`src/rtl/crd_pkg.sv`:
```
// Shared types, constants and status codes for the chunk reassembly deframer.
// No dependencies; used by the header check, the top level and the checker.
`default_nettype none

package crd_pkg;

  // chunk framing
  localparam int HDR_LEN         = 8;
  localparam int MAX_CHUNK_BYTES = 260;
  localparam int FLAG_START_BIT  = 0;
  localparam int FLAG_END_BIT    = 1;

  // widths
  localparam int BYTE_W = 8;
  localparam int LEN_W  = 9;
  localparam int CNT_W  = 18;
  localparam int SEQ_W  = 16;
  localparam int ERR_W  = 3;

  // message buffer size, also the ceiling on max_body
  localparam logic [CNT_W-1:0] BUF_LIMIT = CNT_W'(192 * 1024);

  // message types that are accepted
  localparam logic [BYTE_W-1:0] MSG_TYPE_MIN = 8'd1;
  localparam logic [BYTE_W-1:0] MSG_TYPE_MAX = 8'd4;

  // result status
  typedef enum logic [ERR_W-1:0] {
    ERR_OK           = 3'd0,
    ERR_TOTAL_LARGE  = 3'd1,
    ERR_UNEXP_CONT   = 3'd2,
    ERR_OVERFLOW     = 3'd3,
    ERR_LEN_MISMATCH = 3'd4,
    ERR_UNKNOWN_TYPE = 3'd5
  } err_t;

  // 8-byte little-endian header; type sits in the lowest byte
  typedef struct packed {
    logic [31:0]       total;
    logic [SEQ_W-1:0]  seq;
    logic [BYTE_W-1:0] flags;
    logic [BYTE_W-1:0] msg_type;
  } hdr_t;

  // open message status seen by the header check
  typedef struct packed {
    logic              in_message;
    logic [BYTE_W-1:0] open_type;
    logic [SEQ_W-1:0]  open_sequence;
    logic [CNT_W-1:0]  bytes_collected;
  } open_msg_t;

endpackage

`default_nettype wire

```
`src/rtl/crd_hdr_check.sv`:
```
// Header check for one chunk: start limits, continuation match and body overflow.
// Depends on crd_pkg for the header, open message status and error codes.
`default_nettype none

module crd_hdr_check
  import crd_pkg::*;
(
  input  hdr_t             hdr,
  input  open_msg_t        open_msg,
  input  logic [LEN_W-1:0] chunk_bytes,
  input  logic [CNT_W-1:0] limit,
  output err_t             err
);

  logic [LEN_W-1:0] plen;
  logic             total_big;
  logic             plen_big;
  logic [CNT_W:0]   cont_sum;
  logic             cont_big;
  logic             cont_mismatch;

  // payload bytes in this chunk
  assign plen = chunk_bytes - LEN_W'(HDR_LEN);

  // compares against the effective limit
  assign total_big     = (|hdr.total[31:CNT_W]) || (hdr.total[CNT_W-1:0] > limit);
  assign plen_big      = {{(CNT_W-LEN_W){1'b0}}, plen} > limit;
  assign cont_sum      = {1'b0, open_msg.bytes_collected} + {{(CNT_W+1-LEN_W){1'b0}}, plen};
  assign cont_big      = cont_sum > {1'b0, limit};
  assign cont_mismatch = !open_msg.in_message ||
                         (open_msg.open_type != hdr.msg_type) ||
                         (open_msg.open_sequence != hdr.seq);

  // start chunks and continuations are judged differently
  always_comb begin
    if (hdr.flags[FLAG_START_BIT]) begin
      priority if (total_big) err = ERR_TOTAL_LARGE;
      else if (plen_big)      err = ERR_OVERFLOW;
      else                    err = ERR_OK;
    end else begin
      priority if (cont_mismatch) err = ERR_UNEXP_CONT;
      else if (cont_big)          err = ERR_OVERFLOW;
      else                        err = ERR_OK;
    end
  end

endmodule

`default_nettype wire

```
`src/rtl/chunk_reassembly_deframer.sv`:
```
// Chunk reassembly deframer: one chunk byte in, one result out per request.
// Depends on crd_pkg and crd_hdr_check.
`default_nettype none

// Takes one byte of a link chunk per request, with the length of its chunk,
// and returns exactly one result per request. Each chunk opens with an 8-byte
// little-endian header (type, flags, sequence, total length) that is checked
// on its eighth byte; payload bytes then come out as buffer write address and
// data (out_tuser high), and the last byte of a chunk that ends a message or
// fails carries the report (out_tlast high, with type, length and status).
// A byte passes an input register and a result register: it is accepted every
// cycle while results are taken; its result enters the result register as it
// leaves the input register, held there while the result side stalls. All
// per-byte work is one pass of logic on the framing state; only a stall holds
// the rate under one byte per clock. The limit register (cfg_wr_data, taken when
// cfg_wr_en is high) should be written only while no request is in flight.
module chunk_reassembly_deframer
  import crd_pkg::*;
(
  input  logic              clk,
  input  logic              rst_n,

  input  logic              in_tvalid,
  output logic              in_tready,
  input  logic [23:0]       in_tdata,   // byte_value[7:0], chunk_length[16:8], zero pad

  output logic              out_tvalid,
  input  logic              out_tready,
  output logic [55:0]       out_tdata,  // write_address[17:0], write_data[25:18],
                                        // message_type[33:26], message_length[51:34],
                                        // error_code[54:52], zero pad
  output logic              out_tlast,  // message_done
  output logic [0:0]        out_tuser,  // write_valid

  input  logic              cfg_wr_en,
  input  logic [CNT_W-1:0]  cfg_wr_data  // max_body
);

  // input register
  logic              s1_valid_r;
  logic [BYTE_W-1:0] s1_byte_r;
  logic [LEN_W-1:0]  s1_len_r;
  logic              adv;

  // framing state
  logic [CNT_W-1:0]  max_body_r;
  logic              in_message_r,      in_message_nxt;
  logic [BYTE_W-1:0] open_type_r,       open_type_nxt;
  logic [SEQ_W-1:0]  open_sequence_r,   open_sequence_nxt;
  logic [CNT_W-1:0]  expected_total_r,  expected_total_nxt;
  logic [CNT_W-1:0]  bytes_collected_r, bytes_collected_nxt;
  logic [LEN_W-1:0]  byte_position_r,   byte_position_nxt;
  hdr_t              header_r,          header_nxt;
  logic              chunk_discard_r,   chunk_discard_nxt;

  // result register
  logic              out_valid_r;
  logic              wr_valid_r,  wr_valid_nxt;
  logic [CNT_W-1:0]  wr_addr_r,   wr_addr_nxt;
  logic [BYTE_W-1:0] wr_data_r,   wr_data_nxt;
  logic              done_r,      done_nxt;
  logic [BYTE_W-1:0] msg_type_r,  msg_type_nxt;
  logic [CNT_W-1:0]  msg_len_r,   msg_len_nxt;
  err_t              err_r,       err_nxt;

  // per-byte decode
  logic [LEN_W-1:0]  len;
  logic              ignored;
  logic              last;
  logic [LEN_W:0]    pos_inc;
  logic [63:0]       hdr_base;
  logic              in_header;
  logic              at_check;
  logic              past_header;
  logic [CNT_W-1:0]  limit;
  open_msg_t         open_msg;
  err_t              chk_err;
  err_t              end_err;

  // pipeline handshake
  assign adv        = s1_valid_r && (!out_valid_r || out_tready);
  assign in_tready  = !s1_valid_r || adv;
  assign out_tvalid = out_valid_r;

  // input register
  always_ff @(posedge clk) begin
    if (!rst_n) begin
      s1_valid_r <= 1'b0;
    end else if (in_tready) begin
      s1_valid_r <= in_tvalid;
    end
  end

  always_ff @(posedge clk) begin
    if (in_tready && in_tvalid) begin
      s1_byte_r <= in_tdata[7:0];
      s1_len_r  <= in_tdata[16:8];
    end
  end

  // limit register
  always_ff @(posedge clk) begin
    if (!rst_n) begin
      max_body_r <= BUF_LIMIT;
    end else if (cfg_wr_en) begin
      max_body_r <= cfg_wr_data;
    end
  end

  assign limit = (max_body_r > BUF_LIMIT) ? BUF_LIMIT : max_body_r;

  // chunk position decode
  assign len         = (s1_len_r == '0) ? LEN_W'(1) : s1_len_r;
  assign ignored     = (len < LEN_W'(HDR_LEN)) ||
                       ({1'b0, len} > (LEN_W+1)'(MAX_CHUNK_BYTES));
  assign pos_inc     = {1'b0, byte_position_r} + (LEN_W+1)'(1);
  assign last        = pos_inc >= {1'b0, len};
  assign in_header   = byte_position_r < LEN_W'(HDR_LEN);
  assign at_check    = byte_position_r == LEN_W'(HDR_LEN - 1);
  assign past_header = !in_header;

  // header assembly, the current byte merged in
  assign hdr_base = (byte_position_r == '0) ? 64'd0 : header_r;
  always_comb begin
    if (in_header) begin
      header_nxt = hdr_t'(hdr_base |
                          (64'(s1_byte_r) << {byte_position_r[2:0], 3'b000}));
    end else begin
      header_nxt = header_r;
    end
  end

  // header check against the state before this byte
  assign open_msg = '{in_message:      in_message_r,
                      open_type:       open_type_r,
                      open_sequence:   open_sequence_r,
                      bytes_collected: bytes_collected_r};

  crd_hdr_check u_hdr_check (
    .hdr         (header_nxt),
    .open_msg    (open_msg),
    .chunk_bytes (len),
    .limit       (limit),
    .err         (chk_err)
  );

  // framing state update and result for one byte
  always_comb begin
    in_message_nxt      = in_message_r;
    open_type_nxt       = open_type_r;
    open_sequence_nxt   = open_sequence_r;
    expected_total_nxt  = expected_total_r;
    bytes_collected_nxt = bytes_collected_r;
    chunk_discard_nxt   = (byte_position_r == '0) ? 1'b1 : chunk_discard_r;
    byte_position_nxt   = last ? '0 : pos_inc[LEN_W-1:0];
    wr_valid_nxt        = 1'b0;
    wr_addr_nxt         = '0;
    wr_data_nxt         = '0;
    done_nxt            = 1'b0;
    msg_type_nxt        = '0;
    msg_len_nxt         = '0;
    err_nxt             = ERR_OK;
    end_err             = ERR_OK;

    if (!ignored) begin
      // header check on the eighth byte, or payload write
      if (at_check) begin
        chunk_discard_nxt = (chk_err != ERR_OK);
        if (chk_err == ERR_OK && header_nxt.flags[FLAG_START_BIT]) begin
          open_type_nxt       = header_nxt.msg_type;
          open_sequence_nxt   = header_nxt.seq;
          expected_total_nxt  = header_nxt.total[CNT_W-1:0];
          bytes_collected_nxt = '0;
          in_message_nxt      = 1'b1;
        end
      end else if (past_header && !chunk_discard_nxt) begin
        wr_valid_nxt        = 1'b1;
        wr_addr_nxt         = bytes_collected_r;
        wr_data_nxt         = s1_byte_r;
        bytes_collected_nxt = bytes_collected_r + CNT_W'(1);
      end

      // end of message status
      if (expected_total_nxt != '0 && bytes_collected_nxt != expected_total_nxt) begin
        end_err = ERR_LEN_MISMATCH;
      end else if (open_type_nxt >= MSG_TYPE_MIN && open_type_nxt <= MSG_TYPE_MAX) begin
        end_err = ERR_OK;
      end else begin
        end_err = ERR_UNKNOWN_TYPE;
      end

      // report on the last byte of the chunk
      if (last && (at_check || past_header)) begin
        if (chunk_discard_nxt) begin
          if (chk_err != ERR_OK) begin
            done_nxt            = 1'b1;
            msg_type_nxt        = header_nxt.msg_type;
            err_nxt             = chk_err;
            in_message_nxt      = 1'b0;
            bytes_collected_nxt = '0;
            expected_total_nxt  = '0;
          end
        end else if (header_nxt.flags[FLAG_END_BIT]) begin
          done_nxt            = 1'b1;
          msg_type_nxt        = open_type_nxt;
          msg_len_nxt         = bytes_collected_nxt;
          err_nxt             = end_err;
          in_message_nxt      = 1'b0;
          bytes_collected_nxt = '0;
          expected_total_nxt  = '0;
        end
      end
    end
  end

  // framing state registers
  always_ff @(posedge clk) begin
    if (!rst_n) begin
      in_message_r      <= 1'b0;
      open_type_r       <= '0;
      open_sequence_r   <= '0;
      expected_total_r  <= '0;
      bytes_collected_r <= '0;
      byte_position_r   <= '0;
      header_r          <= '0;
      chunk_discard_r   <= 1'b0;
    end else if (adv) begin
      in_message_r      <= in_message_nxt;
      open_type_r       <= open_type_nxt;
      open_sequence_r   <= open_sequence_nxt;
      expected_total_r  <= expected_total_nxt;
      bytes_collected_r <= bytes_collected_nxt;
      byte_position_r   <= byte_position_nxt;
      header_r          <= header_nxt;
      chunk_discard_r   <= chunk_discard_nxt;
    end
  end

  // result register
  always_ff @(posedge clk) begin
    if (!rst_n) begin
      out_valid_r <= 1'b0;
    end else if (adv) begin
      out_valid_r <= 1'b1;
    end else if (out_tready) begin
      out_valid_r <= 1'b0;
    end
  end

  always_ff @(posedge clk) begin
    if (adv) begin
      wr_valid_r <= wr_valid_nxt;
      wr_addr_r  <= wr_addr_nxt;
      wr_data_r  <= wr_data_nxt;
      done_r     <= done_nxt;
      msg_type_r <= msg_type_nxt;
      msg_len_r  <= msg_len_nxt;
      err_r      <= err_nxt;
    end
  end

  // output packing
  assign out_tdata = {1'b0, err_r, msg_len_r, msg_type_r, wr_data_r, wr_addr_r};
  assign out_tlast = done_r;
  assign out_tuser = wr_valid_r;

endmodule

`default_nettype wire

```
`config.mk`:
```
export PLATFORM = sky130hd
export DESIGN_NAME = chunk_reassembly_deframer
export DESIGN_NICKNAME = d
export VERILOG_FILES = /design/src/rtl/crd_pkg.sv /design/src/rtl/crd_hdr_check.sv /design/src/rtl/chunk_reassembly_deframer.sv
export SDC_FILE = /design/constraint.sdc
export NUM_CORES = 1
export LEC_CHECK = 0
export BUFFER_PORTS_ARGS = -buffer_cell sky130_fd_sc_hd__buf_2
export CAP_MARGIN = 20
export CORE_MARGIN = 2
export CORE_UTILIZATION = 55
export CTS_BUF_LIST = sky130_fd_sc_hd__clkbuf_4 sky130_fd_sc_hd__clkbuf_8 sky130_fd_sc_hd__clkbuf_16
export DETAILED_ROUTE_END_ITERATION = 10
export PLACE_DENSITY_LB_ADDON = 0.12
export SLEW_MARGIN = 20
export SYNTH_ARGS = -nofsm -noshare
export SYNTH_HDL_FRONTEND = slang
export SYNTH_HIERARCHICAL = 1
export SYNTH_SLANG_ARGS = --single-unit
```
`constraint.sdc`:
```
create_clock -name clk -period 17.85 [get_ports clk]
set_clock_uncertainty 0.2 [all_clocks]
set_input_delay 1.785 -clock clk [delete_from_list [all_inputs] [get_ports clk]]
set_output_delay 1.785 -clock clk [all_outputs]
set_load 0.01 [all_outputs]
```
# [Yosys cells after proc, flatten, opt, wreduce, memory -nomap -nowiden]
# Cells that the tools add are included.
[classes] bitwise_logic=5 n_eq_ne=4 shifts=1 n_reduce_logical=33 magnitude_cmp=10 mux=52 n_addsub=4
[ops] operator="$mux W18" count=16
[ops] operator="$mux W64" count=2
[ops] operator="$or A64 B64 Y64" count=1
[ops] operator="$shl A8 B6 Y64" count=1
[ops] operator="$mux W8" count=6
[ops] operator="$mux W3" count=8
[ops] operator="$add A18 B9 Y19" count=1
[ops] operator="$gt A19 B18 Y1" count=1
[ops] operator="$add A18 B1 Y18 const B" count=1
[ops] operator="$gt A18 B18 Y1" count=1
[ops] operator="$gt A18 B18 Y1 const B" count=1
[ops] operator="$gt A9 B18 Y1" count=1
[ops] operator="$logic_not A9 Y1" count=2
[ops] operator="$lt A9 B4 Y1 const B" count=2
[ops] operator="$mux W9" count=2
[ops] operator="$ne A18 B18 Y1" count=1
[ops] operator="$reduce_bool A18 Y1" count=1
[ops] operator="$mux W1" count=16
[ops] operator="$ne A16 B16 Y1" count=1
[ops] operator="$reduce_or A14 Y1" count=1
[ops] operator="$add A9 B1 Y10 const B" count=1
[ops] operator="$ge A10 B9 Y1" count=1
[ops] operator="$eq A9 B3 Y1 const B" count=1
[ops] operator="$gt A9 B9 Y1 const B" count=1
[ops] operator="17 further kinds" count=39
[word_totals] reg_bits=229 out_inout_bits=60 input_bits=47 word_cells=133

# [Logic depth before layout (Yosys ltp)]
# Gate-level depths: netlist of run 1.
[logic_depth] depth_word=20 ltp_mapped=30

# [Cells and area by module]
# Netlist of run 1, hierarchy kept.
[modules_own_cells] module="chunk_reassembly_deframer" n_inst=1 cells_each=1181 area_per_inst_um2=11208.2
[modules_own_cells] module="crd_hdr_check" n_inst=1 cells_each=275 area_per_inst_um2=2045.7

# [Worst setup path after synthesis of run 1]
# No wires, ideal clock.
[synth_path] path_type="reg-to-reg" start="register s1_len_r[4]" end="register err_r[2] (data pin)" stages_incl_launch_ff=29 path_buffers=0 slack_ps=10919 arrival_ps=6472 setup_ps=259 path_cell_list="edfxtp_1 -> or4_1 -> nor2_1 -> a41o_1 -> ha_1 -> inv_1 -> fa_1 -> nor2b_1 -> o21ai_1 -> a21oi_1 -> nor4b_1 -> nor3b_2 -> nand3_1 -> xnor2_1 -> ha_1 -> and3_1 -> a221oi_1 -> o21ai_0 -> a221o_1 -> a32oi_1 -> o221ai_2 -> nor3_1 -> nand4_1 -> nor2_1 -> mux2_4 -> xnor2_1 -> nand4_1 -> or4_4 -> a211o_1"
[synth_via] elab_chain_len=19
[synth_lines] item="start, declared" line="chunk_reassembly_deframer.sv:42" rtl="logic [LEN_W-1:0] s1_len_r;"
[synth_lines] item="start signal, assigned" line="chunk_reassembly_deframer.sv:97" rtl="s1_len_r <= in_tdata[16:8];"
[synth_lines] item="$logic_not A9 Y1 *" line="chunk_reassembly_deframer.sv:113" rtl="assign len = (s1_len_r == '0) ? LEN_W'(1) : s1_len_r;"
[synth_lines] item="$mux W9 *" line="chunk_reassembly_deframer.sv:113"
[synth_lines] item="via len[0]" line="chunk_reassembly_deframer.sv:67" rtl="logic [LEN_W-1:0] len;"
[synth_lines] item="$sub A9 B4 Y9 *" line="crd_hdr_check.sv:23" rtl="assign plen = chunk_bytes - LEN_W'(HDR_LEN);"
[synth_lines] item="$add A18 B9 Y19" line="crd_hdr_check.sv:28" rtl="assign cont_sum = {1'b0, open_msg.bytes_collected} + {{(CNT_W+1-LEN_W){1'b0}}, plen};"
[synth_lines] item="$gt A19 B18 Y1" line="crd_hdr_check.sv:29" rtl="assign cont_big = cont_sum > {1'b0, limit};"
[synth_lines] item="$mux W2" line="crd_hdr_check.sv:42" rtl="else if (cont_big) err = ERR_OVERFLOW;"
[synth_lines] item="$mux W3" line="crd_hdr_check.sv:41" rtl="priority if (cont_mismatch) err = ERR_UNEXP_CONT;"
[synth_lines] item="[... 1 more ...]"
[synth_lines] item="via chk_err[1]" line="chunk_reassembly_deframer.sv:77" rtl="err_t chk_err;"
[synth_lines] item="[... 3 more ...]"
[synth_lines] item="$mux W8" line="chunk_reassembly_deframer.sv:167" rtl="if (at_check) begin"
[synth_lines] item="$mux W8" line="chunk_reassembly_deframer.sv:165" rtl="if (!ignored) begin"
[synth_lines] item="$ge A8 B1 Y1 or $le A8 B3 Y1 (tied branches)" line="chunk_reassembly_deframer.sv:186" rtl="end else if (open_type_nxt >= MSG_TYPE_MIN && open_type_nxt <= MSG_TYPE_MAX) begin"
[synth_lines] item="$logic_and A1 B1 Y1" line="chunk_reassembly_deframer.sv:186"
[synth_lines] item="$mux W3" line="chunk_reassembly_deframer.sv:186"
[synth_lines] item="$mux W3" line="chunk_reassembly_deframer.sv:184" rtl="if (expected_total_nxt != '0 && bytes_collected_nxt != expected_total_nxt) begin"
[synth_lines] item="$mux W3" line="chunk_reassembly_deframer.sv:203" rtl="end else if (header_nxt.flags[FLAG_END_BIT]) begin"
[synth_lines] item="$mux W3 *" line="chunk_reassembly_deframer.sv:194" rtl="if (chunk_discard_nxt) begin"
[synth_lines] item="end signal, assigned" line="chunk_reassembly_deframer.sv:258" rtl="err_r <= err_nxt;"
[synth_lines] item="end, declared" line="chunk_reassembly_deframer.sv:64" rtl="err_t err_r, err_nxt;"
# Mark *: on every way through the listed nets, which the timed path passes. The rest lies on a longest branch. The select of a mux whose other input is x is not followed.
# A chain may end at the register's enable or synchronous reset.

# [Worst setup path after layout of run 1]
[layout_path] start="register s1_len_r[5]" end="register expected_total_r[11]"
[layout_via] elab_chain_len=16
[layout_lines] item="$logic_not A9 Y1 *" line="chunk_reassembly_deframer.sv:113"
[layout_lines] item="$mux W9 *" line="chunk_reassembly_deframer.sv:113"
[layout_lines] item="via len[0]" line="chunk_reassembly_deframer.sv:67"
[layout_lines] item="$sub A9 B4 Y9 *" line="crd_hdr_check.sv:23"
[layout_lines] item="$add A18 B9 Y19" line="crd_hdr_check.sv:28"
[layout_lines] item="$gt A19 B18 Y1" line="crd_hdr_check.sv:29"
[layout_lines] item="$mux W2" line="crd_hdr_check.sv:42"
[layout_lines] item="$mux W3" line="crd_hdr_check.sv:41"
[layout_lines] item="[... 1 more ...]"
[layout_lines] item="via chk_err[1]" line="chunk_reassembly_deframer.sv:77"
[layout_lines] item="$logic_not A3 Y1" line="chunk_reassembly_deframer.sv:169" rtl="if (chk_err == ERR_OK && header_nxt.flags[FLAG_START_BIT]) begin"
[layout_lines] item="$logic_and A1 B1 Y1" line="chunk_reassembly_deframer.sv:169"
[layout_lines] item="$mux W18" line="chunk_reassembly_deframer.sv:169"
[layout_lines] item="$mux W18" line="chunk_reassembly_deframer.sv:167"
[layout_lines] item="$mux W18" line="chunk_reassembly_deframer.sv:165"
[layout_lines] item="$mux W18, on equally long branches" line="chunk_reassembly_deframer.sv:203, chunk_reassembly_deframer.sv:195"
[layout_lines] item="$mux W18" line="chunk_reassembly_deframer.sv:194"
[layout_lines] item="$mux W18 *" line="chunk_reassembly_deframer.sv:193" rtl="if (last && (at_check || past_header)) begin"
[layout_lines] item="end signal, assigned" line="chunk_reassembly_deframer.sv:231" rtl="expected_total_r <= expected_total_nxt;"
[layout_lines] item="end, declared" line="chunk_reassembly_deframer.sv:50" rtl="logic [CNT_W-1:0] expected_total_r, expected_total_nxt;"
# Marked as above.

==> impl_summary.md, run 1 <==
Global route
For this run the aggregate overflow at the end of global routing stands at 0. The maximum number of pins on one net before global-route repair is 108. The first global-routing pass estimated between 50,000 and 60,000 µm of wire. The number of global-route vias before repair was roughly 10k. Global routing used between 20 and 30% of the available tracks across all layers. The initial antenna violation count was 0.

Pwr
Summing internal, switching and leakage power gives between 1000 and 1500 µW. The worst supply voltage drop on vdd is roughly 0.090 mV. In this run the static leakage power is about 0.0063 µW. The power density of the placed cells is approximately 85 nW/µm².

STA
The portion of the clock cycle consumed by the worst path in the final layout is between 40% and 50%. The final setup violation count is 0. The transition time at the pin with the least slew margin is around 1.1 ns. The final critical delay including setup and external delays is about 8.5 ns. The final-report max-slew violation count was 0. Setup repair after global routing left no endpoint under its margin. Hold timing on the final database bottoms out at a slack of 0.252 ns. Measured against its own limit, the worst slew margin works out to between 20 and 30%. In the final timing run, aggregate negative setup slack is 0 ns. The number of failing hold endpoints at the final stage is 0. The highest clock frequency the design can meet is about 120 MHz.

Logic synthesis
Counting every instance in the synthesized netlist gives between 1k and 1.5k. When the netlist entered floorplanning its net count stood at ~1.5k. The number of warnings issued by yosys is 6. The average cell area after synthesis is 9.11 µm².

In this run the cell area of the synthesized design comes to ~13,000 µm².

Layout
The final layout contains about 1.6k nets. The commonest non-fill, non-tap cell in the layout is sky130_fd_sc_hd__dfxtp_1. In the final layout, the share of cells above drive strength 1 is ~13%.

The diode insertion count for antenna repair is 0. The library cells used most frequently in the layout, excluding fill and tap cells, are sky130_fd_sc_hd__dfxtp_1 (149), sky130_fd_sc_hd__nand2_1 (139), sky130_fd_sc_hd__nor2_1 (111). Once layout is done, the placed cells without fillers occupy about 15,000 µm².

For this run, the number of standard cells in the final layout without fillers is about 1.8k. The signed area change from the synthesized netlist to the final layout is 11.8%.

Clocking
Clock latency on the worst-skew pair, taken at its later pin, is between 0.5 and 0.6 ns. The post-CTS setup buffer count is 0. The tree is rooted in a sky130_fd_sc_hd__clkbuf_16. CTS built an H-tree with a depth of 1. The number of buffers inserted during clock tree synthesis is 26.

In this run the deepest clock path goes through 3 buffers. The post-CTS clock slew at the launch and capture registers of the worst setup and hold paths is ~0.06 ns. The number of resized instances in the post-cts repair step is 0. TritonCTS built the clock tree.

The hold buffer count at CTS is 0. For this design, the sink count on the clock tree is ~220.

Placed design
In this run the tool buffered the top-level ports with about 100 buffer cells. Once placement finished, the instance area stood at roughly 14,000 µm². Once placement completed, the tool counted placed cells totaling around 1.8k. The detailed placement HPWL is about 24,000 µm.

The final weighted congestion in routability-driven placement is 0.960.

Detailed routing
The first routing iteration left about 910 violations. The count of nets left with antenna violations once routing finished came out at 0. The number of vias in the routed layout is approximately 11k. The routed wire length is between 30,000 and 40,000 µm. The vias per cell is just over 6.

The count of unresolved DRC violations after routing is 0. Dividing the detail-routed wire length by the instance count gives between 15 and 20 µm. The total iterations of the first detailed-routing run is 6.

Die
The floorplan has 56 rows. During I/O placement, the number of pins put on the boundary was approximately 110. The area inside the core boundary is around 23,000 µm².

The area of the die is ~25,000 µm². Once the floorplan was initialized, standard cells occupied a little under three fifths of the core. From left edge to right edge, the die measures about 160 µm. In this run the vertical extent of the chip is roughly 160 µm.

Setup path
The endpoint required time on the critical path is approximately 18 ns. The largest fanout on the critical path is 16. The arrival time of data at the critical path endpoint is between 8 and 9 ns.

The type of destination of the critical path is a flip-flop. The worst-case reg-to-reg path depth is 27. The critical path is of the flip-flop to flip-flop type. The category of the worst setup path launch point is a flip-flop.

Hold path
The worst min-delay path class is flip-flop to flip-flop. The worst hold path was traced through 2 stages.

Outcome
The flow ran to the end, and the final reports show no timing, DRC or antenna violations.

Run
Max-cap violations in this run came to 0.
cell type report:
cell class	instances	area (µm²)
fillers	2018	8810
multi-input cells	1038	7150
flip-flops and latches	223	5200
clock buffers	39	767
repair buffers	109	596
well taps	319	399
inverters	72	273
clock inverters	9	134
power breakdown:
group	switching, µW	leakage (µW)	total (µW)	internal [µW]
Clock	213	0.000445	554	340
Combinational	80.7	0.00398	130	49.3
Sequential	13.1	0.00191	556	543
worst paths after layout:
path | startpoint | endpoint | slack (ns)
setup reg to reg | s1_len_r[5] | expected_total_r[11] | 9.34
hold reg to reg | expected_total_r[14] | expected_total_r[14] | 0.25
hold / removal | expected_total_r[14] | expected_total_r[14] | 0.25
setup / recovery | s1_len_r[5] | expected_total_r[11] | 9.34
registers in the layout, summed over array words and instances (netlist names):
signal	cells
header_r	58
bytes_collected_r	18
expected_total_r	18
max_body_r	18
msg_len_r	18
wr_addr_r	18
open_sequence_r	16
byte_position_r	9
s1_len_r	9
msg_type_r	8
open_type_r	8
s1_byte_r	8
wr_data_r	8
err_r	3
chunk_discard_r	1
in_message_r	1
out_tlast	1
out_tuser	1
out_tvalid	1
s1_valid_r	1
critical path, cell delays in order, from the launching register on:
cell and delay, ns:
sky130_fd_sc_hd__edfxtp_1 0.47, sky130_fd_sc_hd__or4_1 0.52, sky130_fd_sc_hd__nor2_1 0.16, sky130_fd_sc_hd__a41o_1 0.25
sky130_fd_sc_hd__ha_1 0.19, sky130_fd_sc_hd__inv_1 0.06, sky130_fd_sc_hd__fa_1 0.41, sky130_fd_sc_hd__nor2b_1 0.13
sky130_fd_sc_hd__o21ai_1 0.09, sky130_fd_sc_hd__a21oi_1 0.23, sky130_fd_sc_hd__nor4b_1 0.13, sky130_fd_sc_hd__nor3b_2 0.32
sky130_fd_sc_hd__nand3_1 0.14, sky130_fd_sc_hd__xnor2_1 0.17, sky130_fd_sc_hd__ha_1 0.30, sky130_fd_sc_hd__and3_1 0.16
sky130_fd_sc_hd__a221oi_1 0.29, sky130_fd_sc_hd__o21ai_0 0.13, sky130_fd_sc_hd__a221o_1 0.35, sky130_fd_sc_hd__a32oi_1 0.38
sky130_fd_sc_hd__o221ai_2 0.21, sky130_fd_sc_hd__nor3_1 0.42, sky130_fd_sc_hd__nand4_1 0.35, sky130_fd_sc_hd__a21boi_1 0.61
sky130_fd_sc_hd__o21ai_1 0.18, sky130_fd_sc_hd__o21ai_1 0.58, sky130_fd_sc_hd__nand2_1 0.56, sky130_fd_sc_hd__a22o_1 0.39
layer usage:
layer	up-vias	GRT usage [%]	share of wire, %
li1	5222	-	-
met1	5215	38.9	44
met2	417	45.0	46
met3	81	4.08	7.6
met4	0	7.84	2.5
met5	-	0	0
stage by stage:
| step | setup WS [ns] | utilization, % |
|---|---|---|
| after floorplan | 10.92 | - |
| after global placement | 9.46 | 58.2 |
| after detailed placement | 9.29 | 58.2 |
| after CTS | 9.24 | 62.1 |
| after global routing | 8.96 | 62.2 |
| final | 9.34 | 62.2 |
(Power assumes the default switching activity.)
==> run 2: changes to the inputs <==
--- a/config.mk
+++ b/config.mk
@@ -5,6 +5,7 @@
 export SDC_FILE = /design/constraint.sdc
 export NUM_CORES = 1
 export LEC_CHECK = 0
+export ABC_AREA = 1
 export BUFFER_PORTS_ARGS = -buffer_cell sky130_fd_sc_hd__buf_2
 export CAP_MARGIN = 20
 export CORE_MARGIN = 2
==> constraint.sdc (replaced) <==
create_clock -name clk -period 7.8 [get_ports clk]
set_clock_uncertainty 0.2 [all_clocks]
set_input_delay 0.78 -clock clk [delete_from_list [all_inputs] [get_ports clk]]
set_output_delay 0.78 -clock clk [all_outputs]
set_load 0.01 [all_outputs]
==> run 2 against run 1 <==
  * Combinational power grew 130%
  * Fmax grew 27%
  * Cell area increased by 3.3%
  * Global-route usage fell by 0.97 points
  * Count of clock-buffer cells in the layout fell by 10
  * Setup slack worse by 8.2 ns
  * Register-to-register slack got worse by 8.2 ns
  * Via count increased by 14%
  * Die area grew 5.6%
  * Sequential cell count unchanged
  * Critical path type unchanged
  * Critical endpoint is now err_r[0]
  * Largest cell class unchanged
  * Highest routed layer unchanged
==> impl_summary.md, run 2 <==
Die
The cell row count was 57 (+1.8%). The area of the die is 26,300 µm² (+5.6%). The vertical extent of the die is 162 µm (+2.8%). The starting utilization of the core area came to 56.3% (+0.64 points). The width of the chip is 162 µm (+2.8%). The number of top-level pins is 107 (unchanged). The area inside the core boundary was 24,400 µm² (+4.5%).

Setup path
The beginning of the worst register-to-register path is byte_position_r[1]. The category of the worst setup path launch point is a flip-flop. The critical path is of the flip-flop to flip-flop type. The endpoint required time on the critical path was 7.88 ns (-10.20 ns). The most numerous cell on the critical path is sky130_fd_sc_hd__nand2_1. The endpoint of the worst register-to-register path is err_r[0]. The largest fanout on the critical path was 67 (+51).

The worst-case reg-to-reg path depth is 31 (+15%). The arrival time of data at the critical path endpoint came to 6.79 ns (-1.95 ns). The largest incremental delay on the critical path is 0.62 ns (about the same). The slowest cell on the critical path is sky130_fd_sc_hd__inv_2. The type of destination of the critical path is a flip-flop. The slack of the worst reg-to-reg path was 1.09 ns (-8.25 ns).

Global route
The maximum number of pins on one net before global-route repair is 98 (-9.3%). The first-pass GRT wire length came to 57,200 µm (+4.3%). The number of global-route vias before repair is 11.4k (+13%).

The final global-route overflow total was 0 (unchanged). The initial antenna violation count is 0 (unchanged). The overall routing resource usage came to 26.9% (-0.97 points).

STA
The final critical delay including setup and external delays is 6.71 ns (-1.80 ns). The final setup violation count is 0 (unchanged). The transition time at the pin with the least slew margin was 1.12 ns (+0.0592 ns). The highest clock frequency the design can meet is 149 MHz (+27%).

The portion of the clock cycle consumed by the worst path in the final layout is 86.0% (+38 points). The relative slew slack is 25.4% (-3.0 points). Setup repair after global routing left no endpoint under its margin. The smallest hold slack is 0.206 ns (-0.0462 ns). The final-report max-slew violation count is 0 (unchanged).

The number of failing hold endpoints at the final stage is 0 (unchanged). The setup TNS after final layout is 0 ns (unchanged).

Hold path
The number of stages on the worst hold path is 1 (-1). In this run the most critical hold path is launched from in_tdata[3]. In this run the worst hold path is classified as input port to flip-flop. The worst hold path terminates at s1_byte_r[3].

Pwr
The combinational group share of total power is 11.0% (+0.5 points). The part of the power in registers is 45.9% (+1.1 points). The power density of the placed cells is 184 nW/µm² (+120%). The share of total power consumed by net switching is 26.7% (+2.0 points). The relative contribution of the clock network to total power came to 43.1% (-1.6 points). The worst supply voltage drop on vdd is 0.155 mV (+71%).

The cell-internal power is 2030 µW (+120%). The total power is 2770 µW (+120%). The net switching power is 740 µW (+140%). The leakage component of the power came to 0.00693 µW (+9.5%).

Detailed routing
The wire length per cell after detailed routing is 15.1 µm (-22%). The count of nets left with antenna violations after detail routing is 0 (unchanged). The total iterations of the first detailed-routing run is 5 (-1). The count of unresolved DRC violations after routing is 0 (unchanged). The vias per cell came to 5.36 (-11%). The routed wire length is 35,000 µm (+0.39%). The number of vias in the routed layout is 12.5k (+14%). The first-iteration detailed-routing DRC count came to 974 (+7.2%).

Run
The number of maximum-capacitance violations is 0 (unchanged).

Placed design
The count of input and output buffers is 98 (unchanged). The detailed placement HPWL was 25,000 µm (+2.2%). The final weighted congestion in routability-driven placement is 0.880 (-8.3%).

Clocking
The number of buffers inserted during clock tree synthesis was 25 (-3.8%). The clock tree root driver cell is sky130_fd_sc_hd__clkbuf_16. The clock latency reported for the late side of the worst-skew pair is 0.55 ns (about the same).

The level count of the clock H-tree is 1 (unchanged). The total number of clock tree sinks came to 223 (unchanged). The post-CTS clock slew at the launch and capture registers of the worst setup and hold paths is 0.06 ns (about the same). The hold buffer count at CTS is 0 (unchanged). The post-CTS setup buffer count was 0 (unchanged).

The number of buffers on the longest clock path is 3 (unchanged). The number of resized instances in the post-cts repair step is 0 (unchanged). TritonCTS built the clock tree.

Layout
The multi-input gate area in the final layout came to 6890 µm² (-3.6%). The register bank with the most flops is header_r. The area of all sequential standard cells was 5200 µm² (unchanged).

The diode insertion count for antenna repair was 0 (unchanged). The library cell used most frequently in the layout, excluding fill and tap cells, is sky130_fd_sc_hd__nand2_1. The share of cells above drive strength 1 was 11.4% (-1.3 points). The number of inserted filler cells in the final layout is 2,347 (+16%).

Leaving out fill and tap cells, the most frequent cells in the layout are sky130_fd_sc_hd__nand2_1 (427), sky130_fd_sc_hd__inv_1 (274), sky130_fd_sc_hd__nor2_1 (227). The flip-flop count of the largest register, all copies and words added came to 58 (unchanged). The signed area change from the synthesized netlist to the final layout is 9.20%. The number of nets in the layout is 2,095 (+32%).

Logic synthesis
The area of the mapped netlist came to 13,700 µm² (+5.7%). The number of standard cells after synthesis came to 1,946 (+36%). The average cell area after synthesis came to 7.06 µm² (-23%).

The post-synthesis net count came to 2,062 (+34%). The number of warnings issued by yosys came to 6 (unchanged).

Outcome
The flow ran to the end, and the final reports show no timing, DRC or antenna violations.
## run 2: stage by stage
step,setup WS [ns],cell area (µm²),util [%],instances
6_report,1.09,15000,61.5,2322
4_1_cts,1.17,15000,61.5,2322
3_5_place_dp,1.21,14200,58.1,2276
5_1_grt,0.457,15000,61.5,2322
2_1_floorplan,2.89,13700,-,1946
3_3_place_gp,1.25,14200,58.1,2276
## run 2: power by group through the flow
stage | clock [µW] | combinational, µW | sequential (µW)
global placement | 0 | 294 | 1290
global route | 1260 | 348 | 1270
CTS | 1210 | 303 | 1270
detailed placement | 0 | 301 | 1290
finish | 1190 | 305 | 1270
floorplan | 0 | 219 | 1290
## run 2: layout make-up
class,count,share of cell area (%)
multi-input cells,1325,45.9
flip-flops and latches,223,34.7
clock buffers,29,4.41
well taps,324,2.70
inverters,299,7.51
repair buffers,105,3.62
clock inverters,17,1.13
## run 2: worst max path at each step
stage	to	from	slack, ns	cells after the start
3_5_place_dp	err_r[2]	byte_position_r[1]	1.21	30
3_3_place_gp	err_r[0]	byte_position_r[1]	1.25	31
6_report	err_r[0]	byte_position_r[1]	1.09	31
2_1_floorplan	err_r[0]	s1_len_r[7]	2.89	38
5_1_grt	err_r[2]	byte_position_r[1]	0.46	31
4_1_cts	err_r[0]	byte_position_r[1]	1.17	31
## run 2: worst max-delay path: cells and delay by family, from the launching register on
family	cells	cell delay [ns]
simple gates	22	2.93
flops	1	0.48
fa+ha+maj	2	0.61
compound gates	4	0.57
buf+inv	3	1.60
## run 2: layer usage
metal / vias up / GRT usage [%] / part of all wire [%]
met1: 5660 / 35.0 / 43
met4: 0 / 9.57 / 3.5
li1: 6351 / - / -
met5: - / 0 / 0
met3: 73 / 3.45 / 6.2
met2: 369 / 46.1 / 47
==> run 3: changes to the inputs <==
--- a/config.mk
+++ b/config.mk
@@ -10,7 +10,7 @@
 export CAP_MARGIN = 20
 export CORE_MARGIN = 2
 export CORE_UTILIZATION = 55
-export CTS_BUF_LIST = sky130_fd_sc_hd__clkbuf_4 sky130_fd_sc_hd__clkbuf_8 sky130_fd_sc_hd__clkbuf_16
+export CTS_BUF_LIST = sky130_fd_sc_hd__clkbuf_16
 export DETAILED_ROUTE_END_ITERATION = 10
 export PLACE_DENSITY_LB_ADDON = 0.12
 export SLEW_MARGIN = 20
==> run 3 against run 2 <==
  * Sequential share of layout area about the same
  * Largest cell class unchanged
  * Fmax down 0.15%
  * Worst hold slack better by 0.0042 ns
  * Via count down 0.42%
  * Sequential cell count unchanged
==> impl_summary.md, run 3 (same netlist as run 2, synthesis figures left out) <==
Outcome
The run finished with clean final reports.

STA
The relative slew slack is 26.0% (+0.63 points). The number of failing hold endpoints at the final stage is 0 (unchanged). The final-report max-slew violation count is 0 (unchanged). The setup TNS after final layout came to 0 ns (unchanged). The portion of the clock cycle consumed by the worst path in the final layout came to 86.1% (+0.13 points). The transition time at the pin with the least slew margin is 1.11 ns (-0.00946 ns).

The highest clock frequency the design can meet was 149 MHz (-0.15%). The final setup violation count is 0 (unchanged). Setup repair after global routing left no endpoint under its margin. The final critical delay including setup and external delays came to 6.72 ns (+0.0100 ns).

Setup path
The endpoint required time on the critical path is 7.88 ns (about the same). The slack of the worst reg-to-reg path is 1.08 ns (about the same). The buffer and inverter count on the worst path is 3 (unchanged). The worst-case reg-to-reg path depth is 31 (unchanged). The largest incremental delay on the critical path is 0.61 ns (about the same).

The category of the worst setup path launch point is a flip-flop. The worst setup path is of the flip-flop to flip-flop kind. The worst register-to-register path ends at err_r[0]. The type of destination of the critical path is a flip-flop. The most numerous cell type found on the critical path is sky130_fd_sc_hd__nand2_1. The arrival time of data at the critical path endpoint is 6.80 ns (about the same). The worst register-to-register path begins at byte_position_r[1]. The gate family responsible for the most delay along the worst path is simple AND/OR/NAND/NOR gates.

The slowest cell on the critical path is sky130_fd_sc_hd__inv_1. The largest fanout on the critical path is 67 (unchanged). Tracing the worst setup path back leads to its startpoint at byte_position_r[1].

Detailed routing
The first-iteration detailed-routing DRC count came to 989 (+1.5%). The wire length per cell after detailed routing came to 15.1 µm (-0.12%). The count of nets left with antenna violations after detail routing is 0 (unchanged).

The vias per cell came to 5.34 (-0.42%). The total iterations of the first detailed-routing run is 6 (+1). The count of unresolved DRC violations after routing is 0 (unchanged). The routed wire length came to 35,000 µm (-0.12%). The number of vias in the routed layout was 12.4k (-0.42%).

Clocking
The number of buffers on the longest clock path came to 3 (unchanged). The root buffer cell chosen for the clock tree is sky130_fd_sc_hd__clkbuf_16. The number of resized instances in the post-cts repair step was 0 (unchanged). The level count of the clock H-tree is 1 (unchanged). The hold buffer count at CTS is 0 (unchanged). The post-CTS setup buffer count is 0 (unchanged).

The number of buffers inserted during clock tree synthesis is 25 (unchanged). The clock latency reported for the late side of the worst-skew pair is 0.55 ns (about the same). The total number of clock tree sinks is 223 (unchanged). The post-CTS clock slew at the launch and capture registers of the worst setup and hold paths is 0.06 ns (about the same). TritonCTS built the clock tree.

Layout
The commonest non-fill, non-tap cell in the layout is sky130_fd_sc_hd__nand2_1. The multi-input gate area in the final layout came to 6890 µm² (unchanged). The area of all sequential standard cells is 5200 µm² (unchanged). The register bank with the most flops is header_r. The diode insertion count for antenna repair came to 0 (unchanged).

The fraction of the core area covered by cells at the end of the flow is 61.4% (-0.087 points). The number of nets in the layout is 2,095 (unchanged). In the layout the commonest cells are sky130_fd_sc_hd__nand2_1 (427), sky130_fd_sc_hd__inv_1 (277), sky130_fd_sc_hd__nor2_1 (227). The signed area change from the synthesized netlist to the final layout is 9.04%. The share of cells above drive strength 1 is 11.2% (-0.20 points). The number of inserted filler cells in the final layout is 2,353 (+0.26%). The flip-flop count of the largest register, all copies and words added is 58 (unchanged).

Pwr
The cell-internal power is 2000 µW (-1.2%). The net switching power is 736 µW (-0.44%). The leakage component of the power is 0.00693 µW (about the same).

The part of the power in registers came to 46.4% (+0.5 points). The combinational group share of total power is 11.1% (about the same). The share of total power consumed by net switching is 26.9% (+0.15 points). The worst supply voltage drop on vdd came to 0.155 mV (-0.28%). The power density of the placed cells is 183 nW/µm² (-0.86%). The relative contribution of the clock network to total power is 42.5% (-0.6 points).

Global route
The final global-route overflow total is 0 (unchanged). The first-pass GRT wire length was 57,200 µm (about the same). The number of global-route vias before repair was 11.4k (+0.22%). The initial antenna violation count is 0 (unchanged). The overall routing resource usage came to 26.9% (about the same). The maximum number of pins on one net before global-route repair is 98 (unchanged).

Placed design
The count of input and output buffers is 98 (unchanged). The detailed placement HPWL came to 25,000 µm (unchanged). The final weighted congestion in routability-driven placement is 0.880 (unchanged).

Die
The area of the die is 26,300 µm² (unchanged). The cell row count is 57 (unchanged). The vertical extent of the die was 162 µm (unchanged).

The number of top-level pins is 107 (unchanged). The area inside the core boundary is 24,400 µm² (unchanged). The starting utilization of the core area was 56.3% (unchanged). The width of the chip is 162 µm (unchanged).

Hold path
The worst hold path begins at in_tdata[3]. The number of stages on the worst hold path is 1 (unchanged). The path with the worst hold slack has its endpoint at s1_byte_r[3]. The worst min-delay path class is input port to flip-flop.

Run
The number of maximum-capacitance violations came to 0 (unchanged).
## run 3: worst max path at each step
stage          endpoint  depth (start not counted)
3_5_place_dp   err_r[2]                         30
4_1_cts        err_r[0]                         31
6_report       err_r[0]                         31
5_1_grt        err_r[2]                         31
3_3_place_gp   err_r[0]                         31
2_1_floorplan  err_r[0]                         38
## run 3: power by group through the flow
| stage | Sequential, µW | Combinational [µW] | Clock, µW |
|---|---|---|---|
| after floorplan | 1290 | 219 | 0 |
| after global placement | 1290 | 294 | 0 |
| after detailed placement | 1290 | 301 | 0 |
| after CTS | 1270 | 303 | 1180 |
| after global routing | 1270 | 348 | 1230 |
| final | 1270 | 304 | 1160 |
## run 3: layout make-up
type | count | share of cell area, %
Clock inverter | 21 | 1.23
Sequential cell | 223 | 34.7
Inverter | 299 | 7.52
Tap cell | 324 | 2.71
Multi-Input combinational cell | 1325 | 46.0
Clock buffer | 25 | 4.18
Timing Repair Buffer | 105 | 3.63
## run 3: metal layers
layer | vias to the layer above | part of all wire [%] | track usage (%)
met5 | - | 0 | 0
met4 | 0 | 3.7 | 9.73
met3 | 79 | 6.6 | 3.45
met2 | 374 | 47 | 46.0
met1 | 5601 | 43 | 35.0
li1 | 6347 | - | -
## run 3: stage by stage
stage | worst slack [ns] | total power, µW | hold slack [ns] | cell area (µm²) | std cells
global route | 0.457 | 2850 | 0.188 | 15000 | 2322
global placement | 1.25 | 1590 | 0.251 | 14200 | 2276
floorplan | 2.89 | 1510 | 0.245 | 13700 | 1946
CTS | 1.17 | 2750 | 0.188 | 15000 | 2322
finish | 1.08 | 2740 | 0.210 | 15000 | 2322
detailed placement | 1.21 | 1600 | 0.257 | 14200 | 2276
